## src/hw/rtl/pnb_pkg.sv

```systemverilog
// ============================================================================
// pnb_pkg
// Shared widths, result kinds and register indexes of the page nursery
// bump allocator.
// ============================================================================
`default_nettype none

package pnb_pkg;

  // Field widths of the input, result and configuration transfers.
  localparam int MODE_W  = 1;
  localparam int SIZE_W  = 32;
  localparam int ALIGN_W = 5;
  localparam int KIND_W  = 3;
  localparam int SLOTF_W = 5;
  localparam int OFF_W   = 17;
  localparam int MAP_W   = 33;
  localparam int PL_W    = 5;
  localparam int HDR_W   = 7;
  localparam int CIDX_W  = 2;
  localparam int CDATA_W = 7;

  // Saturation limits and reset values of the registers.
  localparam logic [PL_W-1:0]  PL_MIN    = 5'd12;
  localparam logic [PL_W-1:0]  PL_MAX    = 5'd16;
  localparam logic [PL_W-1:0]  PL_RESET  = 5'd12;
  localparam logic [HDR_W-1:0] HDR_MIN   = 7'd8;
  localparam logic [HDR_W-1:0] HDR_MAX   = 7'd64;
  localparam logic [HDR_W-1:0] HDR_RESET = 7'd16;

  localparam logic MODE_ALLOC = 1'b0;
  localparam logic MODE_FLUSH = 1'b1;

  typedef enum logic [KIND_W-1:0] {
    KIND_OPEN      = 3'd0,
    KIND_FRESH     = 3'd1,
    KIND_LARGE     = 3'd2,
    KIND_RELEASED  = 3'd3,
    KIND_RETIRED   = 3'd4,
    KIND_REJECT    = 3'd5,
    KIND_FLUSH_END = 3'd6
  } kind_t;

  typedef enum logic [CIDX_W-1:0] {
    CFG_PAGE_SIZE_LOG2 = 2'd0,
    CFG_HEADER_BYTES   = 2'd1,
    CFG_EXECUTABLE     = 2'd2
  } cfg_idx_t;

endpackage

`default_nettype wire

```

## src/hw/rtl/pnb_ifs.sv

```systemverilog
// ============================================================================
// pnb_ifs
// Valid/ready channels of the allocator: request, response and register
// write.
// ============================================================================
`default_nettype none

interface pnb_in_if;
  logic                         valid;
  logic                         ready;
  logic [pnb_pkg::MODE_W-1:0]   mode;
  logic [pnb_pkg::SIZE_W-1:0]   size;
  logic [pnb_pkg::ALIGN_W-1:0]  align_log2;

  modport source (output valid, output mode, output size, output align_log2,
                  input ready);
  modport sink   (input valid, input mode, input size, input align_log2,
                  output ready);
endinterface

interface pnb_out_if;
  logic                         valid;
  logic                         ready;
  logic [pnb_pkg::KIND_W-1:0]   kind;
  logic [pnb_pkg::SLOTF_W-1:0]  slot;
  logic [pnb_pkg::OFF_W-1:0]    offset;
  logic [pnb_pkg::MAP_W-1:0]    map_bytes;
  logic                         retired_before;
  logic                         protect;
  logic                         last;

  modport source (output valid, output kind, output slot, output offset,
                  output map_bytes, output retired_before, output protect,
                  output last, input ready);
  modport sink   (input valid, input kind, input slot, input offset,
                  input map_bytes, input retired_before, input protect,
                  input last, output ready);
endinterface

interface pnb_cfg_if;
  logic                         valid;
  logic                         ready;
  logic [pnb_pkg::CIDX_W-1:0]   index;
  logic [pnb_pkg::CDATA_W-1:0]  data;

  modport source (output valid, output index, output data, input ready);
  modport sink   (input valid, input index, input data, output ready);
endinterface

`default_nettype wire

```

## src/hw/rtl/page_nursery_bump_allocator_unit.sv

```systemverilog
// ============================================================================
// page_nursery_bump_allocator_unit
// Bump allocator over a row of open page slots, with large-mapping,
// fresh-page, retire and flush handling.
// ============================================================================
//
//  Channel | Dir | Payload                                        | Per item
//  --------+-----+------------------------------------------------+-----------
//  req     | in  | mode, size, align_log2                         | one
//  rsp     | out | kind, slot, offset, map_bytes, retired_before, | 1 or more,
//          |     | protect, last                                  | last marked
//  cfg     | in  | index, data                                    | one write
//
// An allocate request that misses every open page scans the fills of all
// slots, and an early hit ends the scan sooner; the fill scan reads one slot
// per cycle from the fill memory through a single round-up and compare unit.
// A flush steps through every slot and emits one transfer per slot in use.
// Reset is synchronous and clears the used bits and the registers; the fill
// memory is not cleared, since a fill is only ever read for a slot in use.
// Stalls on rsp hold the sequencer in its emit state, and req is taken again
// once the final transfer of an item sits in the output register.
//
`default_nettype none

module page_nursery_bump_allocator_unit #(
  parameter int SLOTS = 32
) (
  input  wire logic  clk,
  input  wire logic  rst,
  pnb_in_if.sink     req,
  pnb_out_if.source  rsp,
  pnb_cfg_if.sink    cfg
);

  localparam int SLOT_W = (SLOTS > 1) ? $clog2(SLOTS) : 1;
  localparam int CNT_W  = $clog2(SLOTS + 1);
  localparam logic [CNT_W-1:0] SLOT_CNT = CNT_W'(SLOTS);
  localparam int OFF_W  = pnb_pkg::OFF_W;

  // One-hot sequencer states.
  typedef enum logic [10:0] {
    ST_IDLE   = 11'b000_0000_0001,
    ST_SETUP  = 11'b000_0000_0010,
    ST_PREP   = 11'b000_0000_0100,
    ST_SCAN   = 11'b000_0000_1000,
    ST_HIT    = 11'b000_0001_0000,
    ST_FRESH  = 11'b000_0010_0000,
    ST_LARGE  = 11'b000_0100_0000,
    ST_REJECT = 11'b000_1000_0000,
    ST_FSTEP  = 11'b001_0000_0000,
    ST_FEMIT  = 11'b010_0000_0000,
    ST_FEND   = 11'b100_0000_0000
  } state_t;

  // Configuration registers, kept raw and saturated on use.
  logic [pnb_pkg::PL_W-1:0]  pl_raw;
  logic [pnb_pkg::HDR_W-1:0] hdr_raw;
  logic                      executable;

  assign cfg.ready = 1'b1;

  always_ff @(posedge clk) begin
    if (rst) begin
      pl_raw     <= pnb_pkg::PL_RESET;
      hdr_raw    <= pnb_pkg::HDR_RESET;
      executable <= 1'b0;
    end else if (cfg.valid) begin
      case (cfg.index)
        pnb_pkg::CFG_PAGE_SIZE_LOG2: pl_raw     <= cfg.data[pnb_pkg::PL_W-1:0];
        pnb_pkg::CFG_HEADER_BYTES:   hdr_raw    <= cfg.data[pnb_pkg::HDR_W-1:0];
        pnb_pkg::CFG_EXECUTABLE:     executable <= cfg.data[0];
        default: ;
      endcase
    end
  end

  // Saturated page size and header, and the page size in bytes.
  logic [pnb_pkg::PL_W-1:0]  pl;
  logic [pnb_pkg::HDR_W-1:0] hdr;
  logic [OFF_W-1:0]          page_bytes;

  always_comb begin
    if (pl_raw < pnb_pkg::PL_MIN)      pl = pnb_pkg::PL_MIN;
    else if (pl_raw > pnb_pkg::PL_MAX) pl = pnb_pkg::PL_MAX;
    else                               pl = pl_raw;
    if (hdr_raw < pnb_pkg::HDR_MIN)      hdr = pnb_pkg::HDR_MIN;
    else if (hdr_raw > pnb_pkg::HDR_MAX) hdr = pnb_pkg::HDR_MAX;
    else                                 hdr = hdr_raw;
  end

  assign page_bytes = OFF_W'(1) << pl;

  // Sequencer and working registers.
  state_t                      state, state_next;
  logic                        mode_r, mode_r_next;
  logic [pnb_pkg::SIZE_W-1:0]  size_r, size_r_next;
  logic [pnb_pkg::ALIGN_W-1:0] al_r, al_r_next;
  logic [OFF_W-1:0]            mask_r, mask_r_next;
  logic [OFF_W-1:0]            hdr_al, hdr_al_next;
  logic [OFF_W-1:0]            limit, limit_next;
  logic [CNT_W-1:0]            idx, idx_next;
  logic [SLOT_W-1:0]           cidx, cidx_next;
  logic                        cvalid, cvalid_next;
  logic                        empty_ok, empty_ok_next;
  logic [SLOT_W-1:0]           empty_idx, empty_idx_next;
  logic                        full_ok, full_ok_next;
  logic [SLOT_W-1:0]           full_idx, full_idx_next;
  logic [OFF_W-1:0]            full_fill, full_fill_next;
  logic [SLOT_W-1:0]           hit_slot, hit_slot_next;
  logic [OFF_W-1:0]            hit_off, hit_off_next;

  // Output register.
  logic                         o_valid, o_valid_next;
  pnb_pkg::kind_t               o_kind, o_kind_next;
  logic [pnb_pkg::SLOTF_W-1:0]  o_slot, o_slot_next;
  logic [OFF_W-1:0]             o_offset, o_offset_next;
  logic [pnb_pkg::MAP_W-1:0]    o_map, o_map_next;
  logic                         o_ret, o_ret_next;
  logic                         o_prot, o_prot_next;
  logic                         o_last, o_last_next;

  // Slot state: used bits in flops, fills in a memory with a registered read.
  logic [SLOTS-1:0]  used;
  logic [OFF_W-1:0]  fill_mem [SLOTS];
  logic [OFF_W-1:0]  rd_data;
  logic              wr_en;
  logic [SLOT_W-1:0] wr_addr;
  logic [OFF_W-1:0]  wr_data;
  logic              set_used, clr_used;
  logic [SLOT_W-1:0] used_addr;

  always_ff @(posedge clk) begin
    if (wr_en) begin
      fill_mem[wr_addr] <= wr_data;
    end
    rd_data <= fill_mem[idx[SLOT_W-1:0]];
  end

  always_ff @(posedge clk) begin
    if (rst) begin
      used <= '0;
    end else if (set_used) begin
      used[used_addr] <= 1'b1;
    end else if (clr_used) begin
      used[used_addr] <= 1'b0;
    end
  end

  // The shared scan unit: round a fill up to the alignment and compare it
  // against the room left for the request.
  logic [OFF_W:0] rnd_sum;
  logic [OFF_W:0] rnd;
  logic           fits;

  assign rnd_sum = (OFF_W + 1)'(rd_data) + (OFF_W + 1)'(mask_r);
  assign rnd     = rnd_sum & ~{1'b0, mask_r};
  assign fits    = rnd <= (OFF_W + 1)'(limit);

  logic out_free;
  logic req_fire;
  logic scan_done;

  assign out_free  = !o_valid || rsp.ready;
  assign req.ready = (state == ST_IDLE);
  assign req_fire  = req.valid && req.ready;
  assign scan_done = !cvalid && (idx == SLOT_CNT);

  always_comb begin
    state_next     = state;
    mode_r_next    = mode_r;
    size_r_next    = size_r;
    al_r_next      = al_r;
    mask_r_next    = mask_r;
    hdr_al_next    = hdr_al;
    limit_next     = limit;
    idx_next       = idx;
    cidx_next      = cidx;
    cvalid_next    = 1'b0;
    empty_ok_next  = empty_ok;
    empty_idx_next = empty_idx;
    full_ok_next   = full_ok;
    full_idx_next  = full_idx;
    full_fill_next = full_fill;
    hit_slot_next  = hit_slot;
    hit_off_next   = hit_off;

    o_valid_next  = o_valid && !rsp.ready;
    o_kind_next   = o_kind;
    o_slot_next   = o_slot;
    o_offset_next = o_offset;
    o_map_next    = o_map;
    o_ret_next    = o_ret;
    o_prot_next   = o_prot;
    o_last_next   = o_last;

    wr_en     = 1'b0;
    wr_addr   = hit_slot;
    wr_data   = hit_off;
    set_used  = 1'b0;
    clr_used  = 1'b0;
    used_addr = idx[SLOT_W-1:0];

    case (state)
      ST_IDLE: begin
        if (req_fire) begin
          mode_r_next = req.mode;
          size_r_next = req.size;
          al_r_next   = req.align_log2;
          state_next  = ST_SETUP;
        end
      end

      ST_SETUP: begin
        idx_next = '0;
        if (mode_r == pnb_pkg::MODE_FLUSH) begin
          state_next = ST_FSTEP;
        end else if (al_r > pl) begin
          state_next = ST_REJECT;
        end else begin
          // The alignment is at most the page size here, so it fits 17 bits.
          mask_r_next = (OFF_W'(1) << al_r) - OFF_W'(1);
          hdr_al_next = (OFF_W'(hdr) + mask_r_next) & ~mask_r_next;
          state_next  = ST_PREP;
        end
      end

      ST_PREP: begin
        // The aligned header never exceeds the page, so the room is not negative.
        if ((pnb_pkg::MAP_W)'(size_r) >= (pnb_pkg::MAP_W)'(page_bytes - hdr_al)) begin
          state_next = ST_LARGE;
        end else begin
          limit_next    = page_bytes - size_r[OFF_W-1:0];
          idx_next      = '0;
          empty_ok_next = 1'b0;
          full_ok_next  = 1'b0;
          state_next    = ST_SCAN;
        end
      end

      ST_SCAN: begin
        // Issue one read per cycle; the compare stage handles each read in the next cycle.
        if (idx != SLOT_CNT) begin
          idx_next    = idx + CNT_W'(1);
          cidx_next   = idx[SLOT_W-1:0];
          cvalid_next = 1'b1;
        end
        if (cvalid) begin
          if (used[cidx]) begin
            if (fits) begin
              hit_slot_next = cidx;
              hit_off_next  = rnd[OFF_W-1:0];
              cvalid_next   = 1'b0;
              state_next    = ST_HIT;
            end else if (!full_ok || full_fill < rd_data) begin
              full_ok_next   = 1'b1;
              full_idx_next  = cidx;
              full_fill_next = rd_data;
            end
          end else if (!empty_ok) begin
            empty_ok_next  = 1'b1;
            empty_idx_next = cidx;
          end
        end else if (scan_done) begin
          state_next = ST_FRESH;
        end
      end

      ST_HIT: begin
        if (out_free) begin
          wr_en         = 1'b1;
          wr_addr       = hit_slot;
          wr_data       = hit_off + size_r[OFF_W-1:0];
          o_valid_next  = 1'b1;
          o_kind_next   = pnb_pkg::KIND_OPEN;
          o_slot_next   = pnb_pkg::SLOTF_W'(hit_slot);
          o_offset_next = hit_off;
          o_map_next    = '0;
          o_ret_next    = 1'b0;
          o_prot_next   = 1'b0;
          o_last_next   = 1'b1;
          state_next    = ST_IDLE;
        end
      end

      ST_FRESH: begin
        // With no empty slot every slot is in use, so the fullest one is known.
        if (out_free) begin
          wr_en         = 1'b1;
          wr_addr       = empty_ok ? empty_idx : (full_ok ? full_idx : '0);
          wr_data       = hdr_al + size_r[OFF_W-1:0];
          set_used      = 1'b1;
          used_addr     = wr_addr;
          o_valid_next  = 1'b1;
          o_kind_next   = pnb_pkg::KIND_FRESH;
          o_slot_next   = pnb_pkg::SLOTF_W'(wr_addr);
          o_offset_next = hdr_al;
          o_map_next    = '0;
          o_ret_next    = !empty_ok;
          o_prot_next   = 1'b0;
          o_last_next   = 1'b1;
          state_next    = ST_IDLE;
        end
      end

      ST_LARGE: begin
        if (out_free) begin
          o_valid_next  = 1'b1;
          o_kind_next   = pnb_pkg::KIND_LARGE;
          o_slot_next   = '0;
          o_offset_next = hdr_al;
          o_map_next    = (pnb_pkg::MAP_W)'(hdr_al) + (pnb_pkg::MAP_W)'(size_r);
          o_ret_next    = 1'b0;
          o_prot_next   = 1'b0;
          o_last_next   = 1'b1;
          state_next    = ST_IDLE;
        end
      end

      ST_REJECT: begin
        if (out_free) begin
          o_valid_next  = 1'b1;
          o_kind_next   = pnb_pkg::KIND_REJECT;
          o_slot_next   = '0;
          o_offset_next = '0;
          o_map_next    = '0;
          o_ret_next    = 1'b0;
          o_prot_next   = 1'b0;
          o_last_next   = 1'b1;
          state_next    = ST_IDLE;
        end
      end

      ST_FSTEP: begin
        // Skip free slots; a used slot goes to the emit state, where its fill read is ready.
        if (idx == SLOT_CNT) begin
          state_next = ST_FEND;
        end else if (used[idx[SLOT_W-1:0]]) begin
          state_next = ST_FEMIT;
        end else begin
          idx_next = idx + CNT_W'(1);
        end
      end

      ST_FEMIT: begin
        if (out_free) begin
          clr_used      = 1'b1;
          used_addr     = idx[SLOT_W-1:0];
          o_valid_next  = 1'b1;
          o_kind_next   = (rd_data == OFF_W'(hdr)) ? pnb_pkg::KIND_RELEASED
                                                   : pnb_pkg::KIND_RETIRED;
          o_slot_next   = pnb_pkg::SLOTF_W'(idx[SLOT_W-1:0]);
          o_offset_next = '0;
          o_map_next    = '0;
          o_ret_next    = 1'b0;
          o_prot_next   = 1'b0;
          o_last_next   = 1'b0;
          idx_next      = idx + CNT_W'(1);
          state_next    = ST_FSTEP;
        end
      end

      ST_FEND: begin
        if (out_free) begin
          o_valid_next  = 1'b1;
          o_kind_next   = pnb_pkg::KIND_FLUSH_END;
          o_slot_next   = '0;
          o_offset_next = '0;
          o_map_next    = '0;
          o_ret_next    = 1'b0;
          o_prot_next   = executable;
          o_last_next   = 1'b1;
          state_next    = ST_IDLE;
        end
      end

      default: begin
        state_next = ST_IDLE;
      end
    endcase
  end

  always_ff @(posedge clk) begin
    if (rst) begin
      state   <= ST_IDLE;
      cvalid  <= 1'b0;
      o_valid <= 1'b0;
    end else begin
      state   <= state_next;
      cvalid  <= cvalid_next;
      o_valid <= o_valid_next;
    end
    mode_r    <= mode_r_next;
    size_r    <= size_r_next;
    al_r      <= al_r_next;
    mask_r    <= mask_r_next;
    hdr_al    <= hdr_al_next;
    limit     <= limit_next;
    idx       <= idx_next;
    cidx      <= cidx_next;
    empty_ok  <= empty_ok_next;
    empty_idx <= empty_idx_next;
    full_ok   <= full_ok_next;
    full_idx  <= full_idx_next;
    full_fill <= full_fill_next;
    hit_slot  <= hit_slot_next;
    hit_off   <= hit_off_next;
    o_kind    <= o_kind_next;
    o_slot    <= o_slot_next;
    o_offset  <= o_offset_next;
    o_map     <= o_map_next;
    o_ret     <= o_ret_next;
    o_prot    <= o_prot_next;
    o_last    <= o_last_next;
  end

  assign rsp.valid          = o_valid;
  assign rsp.kind           = o_kind;
  assign rsp.slot           = o_slot;
  assign rsp.offset         = o_offset;
  assign rsp.map_bytes      = o_map;
  assign rsp.retired_before = o_ret;
  assign rsp.protect        = o_prot;
  assign rsp.last           = o_last;

endmodule

`default_nettype wire

```

## src/flat_wrapper.sv

```systemverilog
// flat-port wrapper written by rule: the top's interface ports become plain ports
module page_nursery_bump_allocator_unit_flat 
#(
  parameter int SLOTS = 32
)
  (clk, rst, req_valid, req_mode, req_size, req_align_log2, req_ready, rsp_valid, rsp_kind, rsp_slot, rsp_offset, rsp_map_bytes, rsp_retired_before, rsp_protect, rsp_last, rsp_ready, cfg_valid, cfg_index, cfg_data, cfg_ready);
  pnb_in_if req_i ();
  pnb_out_if rsp_i ();
  pnb_cfg_if cfg_i ();
  input  wire logic clk;
  input  wire logic rst;
  input wire logic [$bits(req_i.valid)-1:0] req_valid;
  input wire logic [$bits(req_i.mode)-1:0] req_mode;
  input wire logic [$bits(req_i.size)-1:0] req_size;
  input wire logic [$bits(req_i.align_log2)-1:0] req_align_log2;
  output wire logic [$bits(req_i.ready)-1:0] req_ready;
  output wire logic [$bits(rsp_i.valid)-1:0] rsp_valid;
  output wire logic [$bits(rsp_i.kind)-1:0] rsp_kind;
  output wire logic [$bits(rsp_i.slot)-1:0] rsp_slot;
  output wire logic [$bits(rsp_i.offset)-1:0] rsp_offset;
  output wire logic [$bits(rsp_i.map_bytes)-1:0] rsp_map_bytes;
  output wire logic [$bits(rsp_i.retired_before)-1:0] rsp_retired_before;
  output wire logic [$bits(rsp_i.protect)-1:0] rsp_protect;
  output wire logic [$bits(rsp_i.last)-1:0] rsp_last;
  input wire logic [$bits(rsp_i.ready)-1:0] rsp_ready;
  input wire logic [$bits(cfg_i.valid)-1:0] cfg_valid;
  input wire logic [$bits(cfg_i.index)-1:0] cfg_index;
  input wire logic [$bits(cfg_i.data)-1:0] cfg_data;
  output wire logic [$bits(cfg_i.ready)-1:0] cfg_ready;
  assign req_i.valid = req_valid;
  assign req_i.mode = req_mode;
  assign req_i.size = req_size;
  assign req_i.align_log2 = req_align_log2;
  assign req_ready = req_i.ready;
  assign rsp_valid = rsp_i.valid;
  assign rsp_kind = rsp_i.kind;
  assign rsp_slot = rsp_i.slot;
  assign rsp_offset = rsp_i.offset;
  assign rsp_map_bytes = rsp_i.map_bytes;
  assign rsp_retired_before = rsp_i.retired_before;
  assign rsp_protect = rsp_i.protect;
  assign rsp_last = rsp_i.last;
  assign rsp_i.ready = rsp_ready;
  assign cfg_i.valid = cfg_valid;
  assign cfg_i.index = cfg_index;
  assign cfg_i.data = cfg_data;
  assign cfg_ready = cfg_i.ready;
  page_nursery_bump_allocator_unit #(.SLOTS(SLOTS)) u_core (.clk(clk), .rst(rst), .req(req_i), .rsp(rsp_i), .cfg(cfg_i));
endmodule
```

## config.mk

```make
export PLATFORM = sky130hd
export DESIGN_NAME = page_nursery_bump_allocator_unit_flat
export DESIGN_NICKNAME = d
export VERILOG_FILES = /design/src/hw/rtl/pnb_pkg.sv /design/src/hw/rtl/pnb_ifs.sv /design/src/hw/rtl/page_nursery_bump_allocator_unit.sv /design/src/flat_wrapper.sv
export SDC_FILE = /design/constraint.sdc
export NUM_CORES = 1
export LEC_CHECK = 0
export BUFFER_PORTS_ARGS = -buffer_cell sky130_fd_sc_hd__clkbuf_2
export CAP_MARGIN = 0
export CORE_ASPECT_RATIO = 0.6
export CORE_MARGIN = 1.5
export CORE_UTILIZATION = 40
export CTS_CLUSTER_DIAMETER = 200
export DETAILED_ROUTE_END_ITERATION = 10
export GPL_TIMING_DRIVEN = 0
export PLACE_DENSITY = 0.6
export SLEW_MARGIN = 10
export SYNTH_ARGS = -nofsm -noshare
export SYNTH_HDL_FRONTEND = slang
export SYNTH_SLANG_ARGS = --single-unit
```

## constraint.sdc

```tcl
create_clock -name clk -period 7.6 [get_ports clk]
set_input_delay 0.38 -clock clk [delete_from_list [all_inputs] [get_ports clk]]
set_output_delay 0.38 -clock clk [all_outputs]
set_load 0.005 [all_outputs]
```

Yosys cells after proc, flatten, opt, wreduce, memory -nomap -nowiden
Memories as Yosys holds them, arrays and structs flattened. A register that Yosys moved wholly into a read port is not among the register bits. Cells that the tools add are included.

Shift operators: 2. Equal/unequal tests: 43. Order comparisons: 12. Mux-type cells: 88. $add $sub $neg: 9. Reduce and logical (&&, ||, !) cells: 53. Bitwise logic cells: 14.

Operators with widths (number): $mux W11 (10); $mux W17 (5); $pmux W11 S7 (1); $mux W33 (2); $pmux W33 S2 (1); $mux W32 (2); $mux W5 (12); $pmux W17 S3 (1); $add A17 B17 Y17 (2); $ne A2 B1 Y1 const B (17); $pmux W17 S2 (1); $shl A1 B5 Y17 const A (2); $add A17 B32 Y33 (1); $ge A32 B33 Y1 (1); $and A32 B32 Y32 (1); $not A32 Y32 (1); $or A32 B32 Y32 (1); $mux W6 (5); $pmux W6 S5 (1); $mux W1 (26); $mux W3 (7); $mux W7 (3); $pmux W5 S4 (1); $reduce_or A5 Y1 (4); 62 further kinds (113).

Word-level logic and storage cells: 251. Output and inout port bits: 64. Bits in writable memories: 544. Register bits after elaboration: 270. Memories kept: 1.

Memory list: u_core.fill_mem (words 32, bits a word 17, read ports 1, clocked after Yosys merged registers in 1, wr ports 1, RTL line page_nursery_bump_allocator_unit.sv:124) `logic [OFF_W-1:0] fill_mem [SLOTS];`.

Depth between registers and ports, before layout
Gate-level depths: netlist of the first run.

Word-level depth: 12. Depth in mapped cells: 21.

Worst setup path after synthesis of the first run
No wires, ideal clock.

Path kind: register -> register. From: reg u_core.rd_data[0] (read register of u_core.fill_mem). To: reg u_core.full_fill[0] (enable). Buffers on the path: 0. Slack: 1.642 ns. Setup time: 0.429 ns. Stages on the path, launching flop included: 18. Arrival time: 5.529 ns. Data required time: 7.171 ns. Path through: dfxtp_1 > nand2_1 > fa_1 > nor2b_1 > o21a_1 > o21ai_0 > a2111oi_0 > o2111ai_1 > nand3_1 > a31oi_1 > mux2_2 > ha_1 > nand4_1 > nor4_1 > a221oi_1 > a211oi_1 > a211oi_1 > nor3_1.

Cells in the longest elaborated chain, start to end: 5. Elaborated cells between the ends (all ways): 7.

Ends and longest elaborated chain: start: declaration (RTL line page_nursery_bump_allocator_unit.sv:125) `logic [OFF_W-1:0] rd_data;`; $add A17 B17 Y18 (RTL line page_nursery_bump_allocator_unit.sv:155) `assign rnd_sum = (OFF_W + 1)'(rd_data) + (OFF_W + 1)'(mask_r);`; $and A18 B18 Y18 (RTL line page_nursery_bump_allocator_unit.sv:156) `assign rnd = rnd_sum & ~{1'b0, mask_r};`; net u_core.rnd[14] (RTL line page_nursery_bump_allocator_unit.sv:152) `logic [OFF_W:0] rnd;`; $le A18 B17 Y1 (RTL line page_nursery_bump_allocator_unit.sv:157) `assign fits = rnd <= (OFF_W + 1)'(limit);`; $not A1 Y1 (no source line); $reduce_and A5 Y1 (no source line); end signal: assignment (RTL line page_nursery_bump_allocator_unit.sv:404) `full_fill <= full_fill_next;`; end: declaration (RTL line page_nursery_bump_allocator_unit.sv:108) `logic [OFF_W-1:0] full_fill, full_fill_next;`.

The timed path passes the listed nets, and every way through them passes these cells. A chain may end at the register's enable or synchronous reset.

Final worst setup path of the first run
From: reg u_core.pl_raw[4] (netlist bit). To: reg u_core.limit[2] (enable).

Cells in the longest elaborated chain, start to end: 8. Elaborated cells between the ends (all ways): 9.

Ends and longest elaborated chain: start: declaration (RTL line page_nursery_bump_allocator_unit.sv:56) `logic [pnb_pkg::PL_W-1:0] pl_raw;`; start signal: assignment (RTL line page_nursery_bump_allocator_unit.sv:64) `pl_raw <= pnb_pkg::PL_RESET;`; start signal: assignment (RTL line page_nursery_bump_allocator_unit.sv:69) `pnb_pkg::CFG_PAGE_SIZE_LOG2: pl_raw <= cfg.data[pnb_pkg::PL_W-1:0];`; $gt A5 B5 Y1 (RTL line page_nursery_bump_allocator_unit.sv:84) `else if (pl_raw > pnb_pkg::PL_MAX) pl = pnb_pkg::PL_MAX;`; $mux W5 (RTL line page_nursery_bump_allocator_unit.sv:84); $mux W5 (*) (RTL line page_nursery_bump_allocator_unit.sv:83) `if (pl_raw < pnb_pkg::PL_MIN) pl = pnb_pkg::PL_MIN;`; $shl A1 B5 Y17 (*) (RTL line page_nursery_bump_allocator_unit.sv:91) `assign page_bytes = OFF_W'(1) << pl;`; $sub A17 B17 Y18 (*) (RTL line page_nursery_bump_allocator_unit.sv:229) `if ((pnb_pkg::MAP_W)'(size_r) >= (pnb_pkg::MAP_W)'(page_bytes - hdr_al)) begin`; $ge A32 B33 Y1 (*) (RTL line page_nursery_bump_allocator_unit.sv:229); $not A1 Y1 (no source line) (*); $reduce_and A2 Y1 (no source line) (*); end signal: assignment (RTL line page_nursery_bump_allocator_unit.sv:397) `limit <= limit_next;`; end: declaration (RTL line page_nursery_bump_allocator_unit.sv:100) `logic [OFF_W-1:0] limit, limit_next;`.

Mark *: on every way between the ends. The rest lies on a longest branch, timed or not.

==> summary.md, run 1 <==
The run finished with clean final reports. The tools report the remaining global-route overflow as 0. The horizontal extent of the die is 404.7 um, and the total global-route track usage is 23.23%.

The number of design-rule violations left by the first detailed-router iteration was 3142; the final critical-path required period was 7.141 ns. Worst reg2reg path depth: 20. Setup repair after global routing left no endpoint under its margin. The logs give 0 for the number of pins with negative max-slew slack in the final report and 0.01134 W for the post-route total power. Once layout is done, the placed cells without fillers occupy 45040 um^2. The share of layout cells above drive strength 1 is 20.32%.

VDD sags by at most 0.1796 mV. The most common cell type on the critical path is a21o_1. For this run, design rule violations remaining after detail routing come to 0. The tightest min-delay check is of the input port to flip-flop type. For this run, asynchronously set or reset flops after synthesis account for 0%.

Number of synthesized register bits: 831. For the number of buffers on the longest clock path, the log shows 3. The power density over the cells is 251.8 nW/um^2, and the achievable frequency is 140.0 MHz.

After technology mapping, the gate count stands at 2591. Number of endpoints with negative hold slack in the final report: 0. Entering global routing, the biggest net connects 34 pins.

After detailed placement, the design holds a cell count of 4079. After Yosys synthesis, XOR and XNOR cells account for 2.194% of the synthesized area. Summing the areas of all compound-gate instances in the mapped netlist gives 7.158% of the synthesized area.

The filler-free cell count of the finished design was 4265. The first global-routing pass estimated 163600 um of wire. The number of enable-type register cells in the synthesized netlist works out to 756.

The pin slew with the least headroom to its limit came out at 1.295 ns. Worst flop-to-flop path startpoint: u_core.pl_raw[4]. The H-tree generated during clock tree synthesis spans 3 levels. Traced cell by cell, the critical path runs through inv_1, and3_1, nand2_1, and3_1, ha_1, or3_1, nor4_1, nor3_1, o21a_1, o21ai_0, nand2b_1, ha_1, a21o_1, a21o_1, a211oi_1, o21bai_1, a21o_1, o221ai_1, nand4b_1, inv_1.

In this run the worst path has a maximum fanout of 17. The register with the most flip-flops in the layout has 544 of them. TritonCTS created 79 clock buffers.

For the die area, the log shows 98730 um^2. Dividing the final minimum period by the clock period gives 93.96%. The first TritonRoute pass finished after 6 iterations.

The clock slew at the register clock pins of the worst setup and hold paths works out to 0.06 ns. In this run the clock root is driven by a clkbuf_16. The worst setup path is of the flip-flop to flip-flop kind. The area share of and/or/nand/nor cells after synthesis works out to 8.001%. The hold path endpoint was u_core.executable.

The post-synthesis instance area was 38720 um^2; the delay of the slowest cell on the worst path was 0.90 ns. The total routed wirelength was 115300 um; the quantity of I/O buffers inserted on ports was 113. The starting density of the core was 40.33%; the clock sink count was 831.

Remaining antenna violation count after routing: 0. The clock arrives with 0.03997 ns of skew. Of the post-synthesis cell area, the part taken by muxes is 12.51%. Most common cell after layout, fill and taps aside: edfxtp_1.

After synthesis, the mean cell area works out to 14.94 um^2. The count of boundary I/O pins came out at 116. More flip-flops sit in one register than any other, and that register is u_core.fill_mem. The most used flip-flop cell after synthesis is edfxtp_1. After the last flow step, the layout net total stands at 3118.

The tools report the number of library cell types mapped by synthesis as 88. For the worst hold slack, the log shows 0.09175 ns. TritonCTS built the clock tree.

The via-per-instance ratio is 5.793, and the arithmetic-cell share of the synthesized area counting full adders, half adders and majority gates is 5.481%. Across the run, the number of max-cap violations was 0. The synthesis-to-layout area growth was 16.32%.

On the critical path, the stage with the largest delay is an instance of inv_1. For the count of vias placed by the detailed router, the log shows 24710. The library cells used most frequently in the layout, excluding fill and tap cells, are edfxtp_1 (756), nor2_1 (197), mux4_2 (188).

Initial antenna violation count: 8. The run gives 0.9501 as the weighted congestion at the end of routability-driven global placement. The half-perimeter wire length of the detailed placement result came out at 86630 um. In this run the critical register-to-register path is captured at u_core.limit[2]. Clock latency on the worst-skew pair, taken at its later pin, is 0.69 ns.

The leakage power total is 15.81 nW, and the number of warnings printed during yosys synthesis is 0. The placed instances occupy a cell area of 41980 um^2. In this run the register-to-register setup slack is 0.46 ns.

The dominant combinational cell family by area after synthesis is multiplexers. In the final routed layout, each cell accounts on average for 27.05 um. The number of global-route vias before repair was 23470; the overall die height was 244.0 um. In this run the core area contains 88 standard-cell rows.

The critical hold path startpoint is cfg_valid. Headroom to the max-slew limit came out at 13.65%. The tools report the sort of element at the end of the critical path as a flip-flop. Worst path required time: 7.91 ns. The worst setup path is launched from a flip-flop. The post-synthesis sequential area ratio was 62.51%; the worst hold path cell count was 4. STA puts the critical path data arrival time at 7.45 ns.

Setup violations remaining at the end of the flow were counted as 0. In this run the standard cell core region covers 96010 um^2.
==> final cells by class <==
cell class,count,area (um^2)
Clock buffer,102,2125
Timing Repair Buffer,205,1760
Fill cell,8265,50980
Tap cell,1305,1633
Multi-Input combinational cell,1575,14010
Buffer,95,400.4
Sequential cell,831,24200
Inverter,113,424.2
Antenna cell,3,7.507
Clock inverter,36,469.2
==> metal layers <==
| layer | vias up | GRT usage [%] | wire [um] |
|---|---|---|---|
| met3 | 142 | 7.717 | 14930 |
| met5 | - | 0 | 13 |
| li1 | 10690 | - | - |
| met4 | 2 | 3.605 | 1581 |
| met1 | 12590 | 37.36 | 53740 |
| met2 | 1289 | 30.29 | 45090 |
==> synthesized netlist by cell type, types with 6 or more instances <==
master    count  share of area [%]
mux2i_1      37               0.96
a211oi_1     17               0.33
mux4_2      188                 11
nand4_1      23               0.37
nor3_1       48               0.62
a22oi_1       9               0.17
nor4_1       12               0.19
a21o_1       38               0.74
xnor2_1      65                1.5
mux2_2       20               0.58
dfxtp_1      75                3.9
o21a_1       19               0.37
nand2b_1     21               0.34
a21oi_1      92                1.2
nor2_1      233                2.3
a31oi_1      15               0.24
clkbuf_1     62               0.60
xor2_1       32               0.72
or3_1         8               0.13
buf_2        21               0.27
nand2_1     147                1.4
buf_1         8              0.078
ha_1        160                5.2
edfxtp_1    756                 59
o21ai_1       9               0.12
a22o_1       35               0.79
o21ai_0      75               0.97
nand3_1      29               0.37
or2_2        10               0.16
inv_1       112                1.1
o21bai_1     11               0.21
nor2b_1      32               0.52
o211ai_1     15               0.29
nor3b_1       9               0.17
fa_1          6               0.31
o22ai_1      16               0.26
and2_1       12               0.19
o31ai_1       6               0.12
and3_1       13               0.21
==> logic make-up after synthesis <==
| kind of cell | count (synthesis) |
|---|---|
| DFF | 831 |
| and+or+nand+nor | 631 |
| AOI/OAI and AO/OA | 410 |
| muxes | 246 |
| buffers and inverters | 208 |
| adders and majority gates | 166 |
| xor gates and xnor gates | 97 |
| other | 2 |
==> repair_timing <==
item                      in CTS  in global routing
hold buffers                  45                  0
gates resized for setup        0                  0
hold endpoints to repair      51                  0
buffers inserted               0                  0
==> worst max-delay path by stage <==
stage / start / endpoint / slack, ns / cells after the start
floorplan: u_core.rd_data[0] / u_core.full_fill[0] / 1.64 / 17
global placement: u_core.rd_data[0] / u_core.full_fill[2] / -0.46 / 17
detailed placement: u_core.pl_raw[4] / u_core.limit[1] / 0.64 / 20
CTS: u_core.pl_raw[4] / u_core.limit[0] / 0.64 / 20
global route: u_core.pl_raw[4] / u_core.limit[4] / 0.12 / 20
finish: u_core.pl_raw[4] / u_core.limit[2] / 0.46 / 20
==> worst max-delay path, delay by kind of cell (launching register included) <==
kind	cells	cell delay [ns]
flip-flops	1	0.55
buffers and inverters	2	1.14
AO/OA/AOI/OAI	8	1.40
AND/OR/NAND/NOR	8	2.85
adder cells (fa/ha/maj)	2	0.81
==> through the flow <==
stage                     TNS [ns]  setup WS, ns  util [%]
after global placement      -9.970       -0.4554     42.71
after floorplan                  0         1.642         -
after detailed placement         0        0.6438     43.72
after global routing             0        0.1165     46.90
final                            0        0.4587     46.91
after CTS                        0        0.6438     46.89
==> report_power, final <==
part / switching (W) / leakage [nW] / internal, W
logic: 0.00121 / 7.14 / 0.000830
registers: 0.000187 / 7.43 / 0.00510
clock network: 0.00177 / 1.25 / 0.00224
total: 0.00317 / 15.8 / 0.00817
Note: power is estimated with default switching activity, not from simulation.
==> inputs of run 2 (changes only) <==
- BUFFER_PORTS_ARGS: -buffer_cell sky130_fd_sc_hd__clkbuf_2 -> -buffer_cell sky130_fd_sc_hd__buf_4
==> summary.md, run 2 (same netlist as run 1, synthesis figures left out) <==
The critical path class was flip-flop to flip-flop. The tools report the register-to-register setup slack as 0.28 ns (-0.18 ns). The via-per-instance ratio was 5.812 (+0.32%); the final number of setup-violating endpoints was 0 (unchanged). The quantity of I/O buffers inserted on ports is 113 (unchanged). The routed wire length per instance came out at 27.34 um (+1.1%). STA classifies the critical path endpoint as a flip-flop. The run finished with clean final reports. The global-route wire length before repair is 164500 um (+0.50%). Highest fanout seen on the critical path: 17 (unchanged). The logs give 0 (unchanged) for the number of endpoints with negative hold slack in the final report and 8 (unchanged) for the initial antenna violation count. Synthesis-to-layout area growth: 16.91%. The number of placed instances, taps included was 4076 (-0.074%). For the max-capacitance violation count, the log shows 0 (unchanged). The total core area came out at 96010 um^2 (unchanged). The share of the cycle needed by the critical path after routing was 96.30% (+2.3 points). The tools report the hold path endpoint as u_core.executable. The horizontal extent of the die works out to 404.7 um (unchanged). The leakage power total is 15.86 nW (+0.28%). The run gives 0.4954 ns (-0.1484 ns) as the setup slack after placement. The logs give 5 (-1) for the count of TritonRoute iterations in the first routing pass and 116700 um (+1.2%) for the total routed wirelength. The logs give 0.9602 (+1.1%) for the weighted congestion at the end of routability-driven global placement and 0.1711 mV (-4.7%) for the peak ir drop on the vdd network. The run gives 0.03798 ns (-0.001993 ns) as the largest clock skew in the final design. For the total global-route track usage, the log shows 23.43% (+0.21 points). Critical hold path startpoint: cfg_index[0]. The clock slew at the register clock pins of the worst setup and hold paths was 0.06 ns (about the same); the worst-skew pair later-pin latency was 0.67 ns (-0.02 ns). The tools report the clock sink count as 831 (unchanged). The logs give 88 (unchanged) for the number of cell rows and 3114 (-0.13%) for the post-layout net count.

The run gives 3182 (+1.3%) as the number of design-rule violations left by the first detailed-router iteration. STA classifies the critical path startpoint as a flip-flop. The share of layout cells above drive strength 1 works out to 20.38% (+0.054 points).

The setup fix buffers added after clock tree synthesis is 0 (unchanged). The remaining antenna violation count after routing is 0 (unchanged), and the level count of the clock H-tree is 3 (unchanged). The number of flip-flops under the largest register name is 544 (unchanged).

The type of the most critical hold path was input port to flip-flop. The half-perimeter wire length of the detailed placement result was 88000 um (+1.6%); the worst path required time was 7.91 ns (about the same). The logs give 136.6 MHz (-2.4%) for the achievable frequency and 116 (unchanged) for the count of boundary I/O pins.

The number of buffers added by the clock tree synthesis step came out at 78 (-1.3%). Setup repair after global routing left no endpoint under its margin. Overall die height: 244.0 um (unchanged).

The run gives 0 (unchanged) as the remaining global-route overflow. The tools report the count of vias placed by the detailed router as 24800 (+0.37%). Starting density of the core: 40.33% (unchanged). For the number of global-route vias before repair, the log shows 23440 (-0.12%). The tools report the worst flop-to-flop path startpoint as u_core.pl_raw[4].

The largest register by flop count is u_core.fill_mem. The run gives 18.08% (+4.4 points) as the relative slew slack. The pin count of the biggest net entering global routing is 35 (+2.9%), and the pin slew with the least headroom to its limit is 1.229 ns (-0.06644 ns). Final critical-path required period: 7.319 ns (+0.1773 ns).

The library cell used most frequently in the layout, excluding fill and tap cells, is edfxtp_1. Clock tree root buffer cell: clkbuf_16. The worst hold path cell count was 4 (unchanged).

The number of pins with negative max-slew slack in the final report was 0 (unchanged). The run gives 4267 (+0.047%) as the filler-free cell count of the finished design. The logs give 8287 (+0.27%) for the number of fillers in the final layout and 3 (unchanged) for the number of buffers on the longest clock path. For the worst path setup slack after routing, the log shows 0.2814 ns (-0.1773 ns). The arrival time of the worst setup path was 7.62 ns (+0.17 ns). The critical register-to-register path endpoint is u_core.limit[4]. The DRC violation count after routing was 0 (unchanged).

The worst reg2reg path depth was 20 (unchanged). The top cell types in the final layout, fill and taps aside, are edfxtp_1 (756), nor2_1 (198), mux4_2 (188). The power density over the cells works out to 251.3 nW/um^2 (-0.19%).

TritonCTS built the clock tree. The run gives 98730 um^2 (unchanged) as the die area.
[run 2: layout make-up]
class | count | area, um^2 | share of cell area, %
Buffer | 95 | 399.1 | 0.8818
Inverter | 113 | 427.9 | 0.9453
Clock inverter | 44 | 402.9 | 0.8900
Multi-Input combinational cell | 1575 | 14010 | 30.94
Sequential cell | 831 | 24200 | 53.47
Tap cell | 1305 | 1633 | 3.607
Timing Repair Buffer | 202 | 1999 | 4.417
Clock buffer | 99 | 2187 | 4.832
Antenna cell | 3 | 7.507 | 0.01658
[run 2: timing repair]
action / CTS / global route
endpoints found under the setup margin: 0 / 17
hold buffers: 45 / 0
endpoints found under the hold margin: 51 / 0
gates resized for setup: 0 / 1
[run 2: worst max path at each step]
stage | cells after the start | startpoint | end
4_1_cts | 20 | u_core.pl_raw[4] | u_core.limit[4]
3_3_place_gp | 17 | u_core.rd_data[1] | u_core.full_fill[3]
6_report | 20 | u_core.pl_raw[4] | u_core.limit[4]
2_1_floorplan | 17 | u_core.rd_data[0] | u_core.full_fill[0]
3_5_place_dp | 20 | u_core.pl_raw[4] | u_core.idx[4]
5_1_grt | 20 | u_core.pl_raw[4] | u_core.limit[4]
[run 2: per-stage QoR]
step / area, um^2 / utilization, % / power [W] / TNS (ns) / hold WS, ns
floorplan: 38800 / - / 0.006679 / 0 / 0.4244
global placement: 41290 / 43.00 / 0.007333 / -6.059 / 0.4303
detailed placement: 42200 / 43.95 / 0.007381 / 0 / 0.4322
CTS: 45240 / 47.12 / 0.01139 / 0 / 0.05478
global route: 45260 / 47.14 / 0.01179 / 0 / 0.1314
finish: 45270 / 47.15 / 0.01137 / 0 / 0.09771
[run 2: layer usage]
layer	share of wire [%]	up-vias	routed length [um]	GRT usage, %
met3	14	138	16530	8.789
met1	46	12610	54140	37.59
met5	0	-	0	0
met4	1.7	0	1970	4.268
met2	38	1349	44030	29.59
li1	-	10700	-	-
[run 2: worst max-delay path, cell delays in order (launching register included)]
cell	delay, ns
dfxtp_1	0.54
inv_1	0.23
and3_1	0.20
nand2_1	0.11
and3_1	0.42
ha_1	0.35
or3_1	0.41
nor4_1	0.43
nor3_1	0.16
o21a_1	0.20
o21ai_0	0.20
nand2b_1	0.43
ha_1	0.48
a21o_1	0.16
a21o_1	0.17
a211oi_1	0.25
o21bai_1	0.13
a21o_1	0.16
o221ai_1	0.40
nand4b_1	0.82
clkinvlp_4	0.70
[run 2: where the power goes]
group / switching (W) / total (W) / internal, W
logic: 0.00122 / 0.00206 / 0.000841
registers: 0.000208 / 0.00531 / 0.00510
clock network: 0.00175 / 0.00401 / 0.00225
total: 0.00318 / 0.0114 / 0.00819
